[config.mk]
export PLATFORM = sky130hd
export DESIGN_NAME = pfte_ram
export DESIGN_NICKNAME = d
export VERILOG_FILES = /design/src/sv/pfte_ram.sv
export SDC_FILE = /design/constraint.sdc
export NUM_CORES = 1
export LEC_CHECK = 0
export BUFFER_PORTS_ARGS = -buffer_cell sky130_fd_sc_hd__buf_2
export CAP_MARGIN = 20
export CORE_AREA = 2 2 96 98
export CTS_CLUSTER_SIZE = 28
export DETAILED_ROUTE_END_ITERATION = 12
export DIE_AREA = 0 0 98 100
export GPL_TIMING_DRIVEN = 0
export PLACE_DENSITY = 0.84
export SLEW_MARGIN = 20
export SYNTH_ARGS = -nofsm -noshare
export SYNTH_HDL_FRONTEND = slang
export SYNTH_SLANG_ARGS = --single-unit
[constraint.sdc]
create_clock -name clk -period 4.1 [get_ports clk]
set_input_delay 0.205 -clock clk [delete_from_list [all_inputs] [get_ports clk]]
set_output_delay 0.205 -clock clk [all_outputs]
set_load 0.02 [all_outputs]
[src/sv/pfte_ram.sv]
// ----------------------------------------------------------------------------
// pfte_ram
// Generic single-write, single-read synchronous RAM with registered read.
// ----------------------------------------------------------------------------
module pfte_ram #(
	parameter int WIDTH = 8,
	parameter int DEPTH = 16
) (
	input  logic                     clk,
	input  logic                     we,
	input  logic [$clog2(DEPTH)-1:0] waddr,
	input  logic [WIDTH-1:0]         wdata,
	input  logic [$clog2(DEPTH)-1:0] raddr,
	output logic [WIDTH-1:0]         rdata
);

	logic [WIDTH-1:0] mem [DEPTH];

	always_ff @(posedge clk) begin
		if (we) begin
			mem[waddr] <= wdata;
		end
		rdata <= mem[raddr];
	end

endmodule

==> results.yml, run 1 <==
timing:
  setup_violations: 0
  tns_ns: 0
  min_period_ns: 1.422
  tightest_slew_ns: 0.8147
  clock_skew_ns: 0.01021
  fmax_mhz: 703.4
  rsz0062_at_grt: "no"
  finalCritPeriodShare: 0.3467
  report.final.slew_viol_count: 0
  relSlewSlack: 0.4548
  hold_viol_final: 0
cells_and_area:
  layout_commonest_cell: "edfxtp_1"
  mostFrequentLayoutCells: "edfxtp_1, buf_2, mux4_2"
  n_antenna_cell: 0
  drive_above_1_share: 0.2937
  fin_nets: 291
  final_cells: 397
  area_delta_synth_final_pct: 16.24
  fin_util: 0.6730
  fin_area_mm2: 0.005983
detailed_routing:
  wl_met2_um: 4924
  drt_iter0_drc: 311
  routed_wl_um: 9884
  viasPerCell: 6.320
  vias: 2509
  wl_met3_um: 957
  drc_errors: 0
  drt-met1-wl_um: 3809
  first_pass_iters: 5
  top_layer: "met4"
  detail-route-antenna-nets: 0
  routedWlPerCell_um: 24.90
clock_network:
  hold_buffers: 0
  cts_sinks: 136
  insertion_delay_ns: 0.52
  cts_max_path_buffers: 2
  h-tree-depth: 4
  clk_pin_slew_ns: 0.06
  cts_buffers: 17
  cts_tree: "built"
  ctsResizeCount: 0
  post_cts_buffers: 0
  cts-root-buf: "clkbuf_8"
critical_path:
  worstPathRequired_ns: 4.49
  path_class: "reg2reg"
  cp_top_family: "multiplexers"
  ff2ff_setup_slack_ns: 2.68
  r2r_cells: 3
  cp_slowest_stage_delay_ns: 0.46
  critPathBufInv: 0
  critPathArrivalTime_ns: 1.81
  crit_fanout: 1
  critPathLaunchType: "flop"
  crit_path_cell_trace: "mux4_2, a22oi_1, nand2_1"
  cpMaxStageDelayCell: "mux4_2"
  r2r-start: "mem[0][7]"
  endpoint_kind: "flop"
  r2r_end: "rdata[7]"
floorplanning:
  boundaryPins: 26
  die_w_um: 98
  start_util: 0.5790
  die-area_mm2: 0.009800
  die_h_um: 100
  core_mm2: 0.008890
  rows: 35
global_routing:
  grt_pass1_wl_um: 14810
  grt_max_degree: 17
  grtUsageTotal: 0.2200
  gr-total-overflow: 0
  grt_pass1_vias: 2454
  antenna_found_initial: 0
logic_synthesis:
  synth-seq-cells: 136
  synth_area_mm2: 0.005147
  yosysSeqAreaShare: 0.7778
  syn_nets: 247
  syn_inst: 229
  synth_top_area_frac: 0.7467
  yosys.area.top_type: "edfxtp_1"
  synth.avg_cell_area_um2: 22.48
  ys_warn_count: 0
  synth_cell_types: 19
  synth_area_leaders: "edfxtp_1, mux4_2, mux4_1"
placement:
  placedCellCount: 365
  gp_congestion: 0.7568
  io_buffers: 24
  place_area_mm2: 0.005426
  place_hpwl_um: 5999
pwr:
  p_total_mw: 3.143
  ir_drop_mv: 0.3881
  powerDensity_mw_per_mm2: 525.4
  p_leak_nw: 2.021
worst_hold_path:
  min_from: "wdata[6]"
  hold-path-cell-count: 1
  min_path_type: "in2reg"
  holdPathEnd: "mem[1][6]"
run_status:
  status: "finished clean"
flow_run:
  drv_cap: 0
[worst max-delay path by stage]
stage	start	to	slack, ns	depth (start not counted)
CTS	mem[0][7]	rdata[7]	2.66	3
global placement	waddr[2]	mem[0][0]	1.92	3
global route	mem[5][1]	rdata[1]	2.66	3
floorplan	waddr[2]	mem[0][0]	2.40	2
finish	mem[0][7]	rdata[7]	2.68	3
detailed placement	waddr[2]	mem[2][0]	2.21	3
[state kept, by name, indices dropped and copies added, names as in the netlist]
register	count
mem	128
rdata	8
[metrics by stage]
| step | setup WS, ns | hold WS (ns) |
|---|---|---|
| 2_1_floorplan | 2.402 | 0.3039 |
| 3_3_place_gp | 1.916 | 0.5992 |
| 3_5_place_dp | 2.213 | 0.6186 |
| 4_1_cts | 2.664 | 0.06839 |
| 5_1_grt | 2.656 | 0.07416 |
| 6_report | 2.678 | 0.08073 |
[Yosys cell counts]
cell type / number
edfxtp_1: 128
mux4_2: 18
a22oi_1: 16
mux4_1: 14
nor2_1: 13
nand2_1: 9
dfxtp_1: 8
nor3_1: 4
buf_2: 3
buf_6: 3
clkdlybuf4s25_2: 3
nand2b_1: 2
nand3b_1: 2
and2_1: 1
and2b_1: 1
buf_4: 1
nand3_1: 1
nor2b_1: 1
or3b_2: 1
[area by class of cell]
cell class / instances / area (um2)
timing repair buffer: 25 / 125.1
clock buffer: 23 / 456.7
clock inverter: 9 / 100.1
tap: 111 / 138.9
buffer: 10 / 86.33
multi-input combinational: 83 / 1072
fill: 543 / 2907
sequential: 136 / 4004
[report_power, final]
group,total (mW),switching (mW),internal [mW]
registers,1.56,0.00765,1.56
logic,0.159,0.0966,0.0620
clock network,1.42,0.531,0.891
total,3.14,0.635,2.51
[logic make-up after synthesis]
logic type / count (synthesis) / share of synthesized area
compound gates: 16 / 0.02334
buf+inv: 10 / 0.01677
flops: 136 / 0.7778
mux: 32 / 0.1502
simple gates: 35 / 0.03184
[per-layer routing]
layer | up-vias | track usage
li1 | 1061 | -
met1 | 1281 | 0.2978
met2 | 153 | 0.3319
met3 | 14 | 0.07242
met4 | 0 | 0.1026
met5 | - | 0
Power figures use the tool's default switching activity.
==> run 2, diff against run 1 <==
CORE_AREA = 2 2 101 103   (was 2 2 96 98)
DIE_AREA = 0 0 103 105   (was 0 0 98 100)
PLACE_DENSITY = 0.8   (was 0.84)
clock period = 1.2 ns   (was 4.1 ns; I/O delays follow)
==> results.yml, run 2 (same netlist as run 1, synthesis figures left out) <==
run_status:
  status: "complete, but fails checks"
  violations: "setup timing"
timing:
  relSlewSlack: 0.4367
  clock_skew_ns: 0.007480
  min_period_ns: 1.336
  report.final.slew_viol_count: 0
  finalCritPeriodShare: 1.114
  setup_ws_ns: -0.1363
  whs_ns: 0.07549
  setup_violations: 8
  hold_viol_final: 0
  tightest_slew_ns: 0.8419
  rsz0062_at_grt: "yes"
  fmax_mhz: 748.3
cells_and_area:
  largest_register: "mem"
  layout_commonest_cell: "edfxtp_1"
  fin_util: 0.6342
  largest_reg_flops: 128
  fin_nets: 298
  area_delta_synth_final_pct: 18.77
  fin_area_mm2: 0.006113
  mostFrequentLayoutCells: "edfxtp_1, mux4_2, buf_2"
  n_antenna_cell: 0
  reg_top3: "mem (128), rdata (8)"
  drive_above_1_share: 0.3857
detailed_routing:
  vias: 2517
  drt_iter0_drc: 297
  viasPerCell: 5.908
  drc_errors: 0
  routedWlPerCell_um: 23.47
  first_pass_iters: 5
  detail-route-antenna-nets: 0
  routed_wl_um: 10000
floorplanning:
  rows: 36
  core_mm2: 0.009639
  start_util: 0.5340
  die_w_um: 103
  die_h_um: 105
  boundaryPins: 26
  die-area_mm2: 0.01082
clock_network:
  cts-root-buf: "clkbuf_8"
  cts_sinks: 136
  insertion_delay_ns: 0.51
  post_cts_buffers: 0
  cts_tree: "built"
  cts_max_path_buffers: 2
  cts_buffers: 17
  clk_pin_slew_ns: 0.06
  h-tree-depth: 4
global_routing:
  grt_max_degree: 17
  grtUsageTotal: 0.2021
  met2_usage: 0.2917
  groute.layer.met3.usage: 0.07625
  gr-total-overflow: 0
  grt_pass1_vias: 2529
  grt_pass1_wl_um: 14990
  grtUsageMet1: 0.2917
  antenna_found_initial: 0
  grt.busiest_layer: "met2"
critical_path:
  cpMaxStageDelayCell: "mux4_2"
  endpoint_kind: "flop"
  r2r-start: "mem[7][0]"
  crit_path_cell_trace: "mux4_2, a22oi_2, nand2_1"
  path_class: "reg2reg"
  cp_slowest_stage_delay_ns: 0.52
  critPathLaunchType: "flop"
  critPathLaunch: "mem[7][0]"
  worstPathRequired_ns: 1.59
  crit_fanout: 1
  critPathArrivalTime_ns: 1.73
pwr:
  p_leak_nw: 1.989
  p_total_mw: 10.75
  ir_drop_mv: 1.121
  powerDensity_mw_per_mm2: 1759
flow_run:
  drv_cap: 0
placement:
  place_area_mm2: 0.005456
  place_hpwl_um: 6005
  io_buffers: 24
  gp_congestion: 0.7065
worst_hold_path:
  min_path_type: "in2reg"
  min_from: "waddr[1]"
-- run 2: cell count changes in the layout (fill, tap and decap cells not counted), moves of 2 or more --
| cell | previous run | this run |
|---|---|---|
| mux4_1 | 14 | 1 |
| mux4_2 | 18 | 31 |
| a22oi_1 | 16 | 5 |
| a22oi_2 | 0 | 11 |
| dlygate4sd3_1 | 0 | 8 |
| clkinvlp_4 | 1 | 5 |
| clkbuf_1 | 4 | 1 |
| nor2_1 | 13 | 10 |
| nor2_2 | 0 | 3 |
| buf_6 | 3 | 1 |
| buf_8 | 0 | 2 |
| clkbuf_8 | 3 | 1 |
-- run 2: area by class of cell --
class	instances	area (um2)
Buffer	10	93.84
Sequential cell	136	4004
Clock inverter	14	133.9
Tap cell	133	166.4
Timing Repair Buffer	32	200.2
Clock buffer	18	417.9
Multi-Input combinational cell	83	1097
Fill cell	673	3526
-- run 2: layer usage --
layer | routed length, um | part of all wire
met2 | 4867 | 0.49
met3 | 880 | 0.088
met5 | 0 | 0
met1 | 4105 | 0.41
met4 | 146 | 0.015
-- run 2: path summary, 6_finish.rpt --
kind | end | slack, ns | cells past startpoint
max | rdata[0] | -0.14 | 3
min reg2reg | rdata[3] | 0.69 | 3
max reg2reg | rdata[0] | -0.14 | 3
min | mem[0][4] | 0.08 | 2
-- run 2: repair_timing --
action	4_1_cts	5_1_grt
resized for setup	23	6
setup endpoints to repair	32	24
hold buffers	8	0
hold endpoints to repair	128	0
pin swaps	12	4
-- run 2: report_power, final --
part	switching, mW	internal, mW
Clock	1.89	2.92
Sequential	0.0267	5.31
Combinational	0.356	0.248
-- run 2: metrics by stage --
stage / setup WS (ns) / TNS, ns / cells
after floorplan: -0.1261 / -3.903 / 229
after global placement: -0.5153 / -39.75 / 386
after detailed placement: -0.5640 / -45.49 / 386
after CTS: -0.1552 / -0.5453 / 426
after global routing: -0.1557 / -0.7804 / 426
final: -0.1363 / -0.5710 / 426
-- run 2: worst max-delay path, delay by kind of cell, from the launching register on --
family	cells	cell delay, ns
muxes	1	0.52
DFF	1	0.36
AOI/OAI and AO/OA	1	0.24
and+or+nand+nor	1	0.10
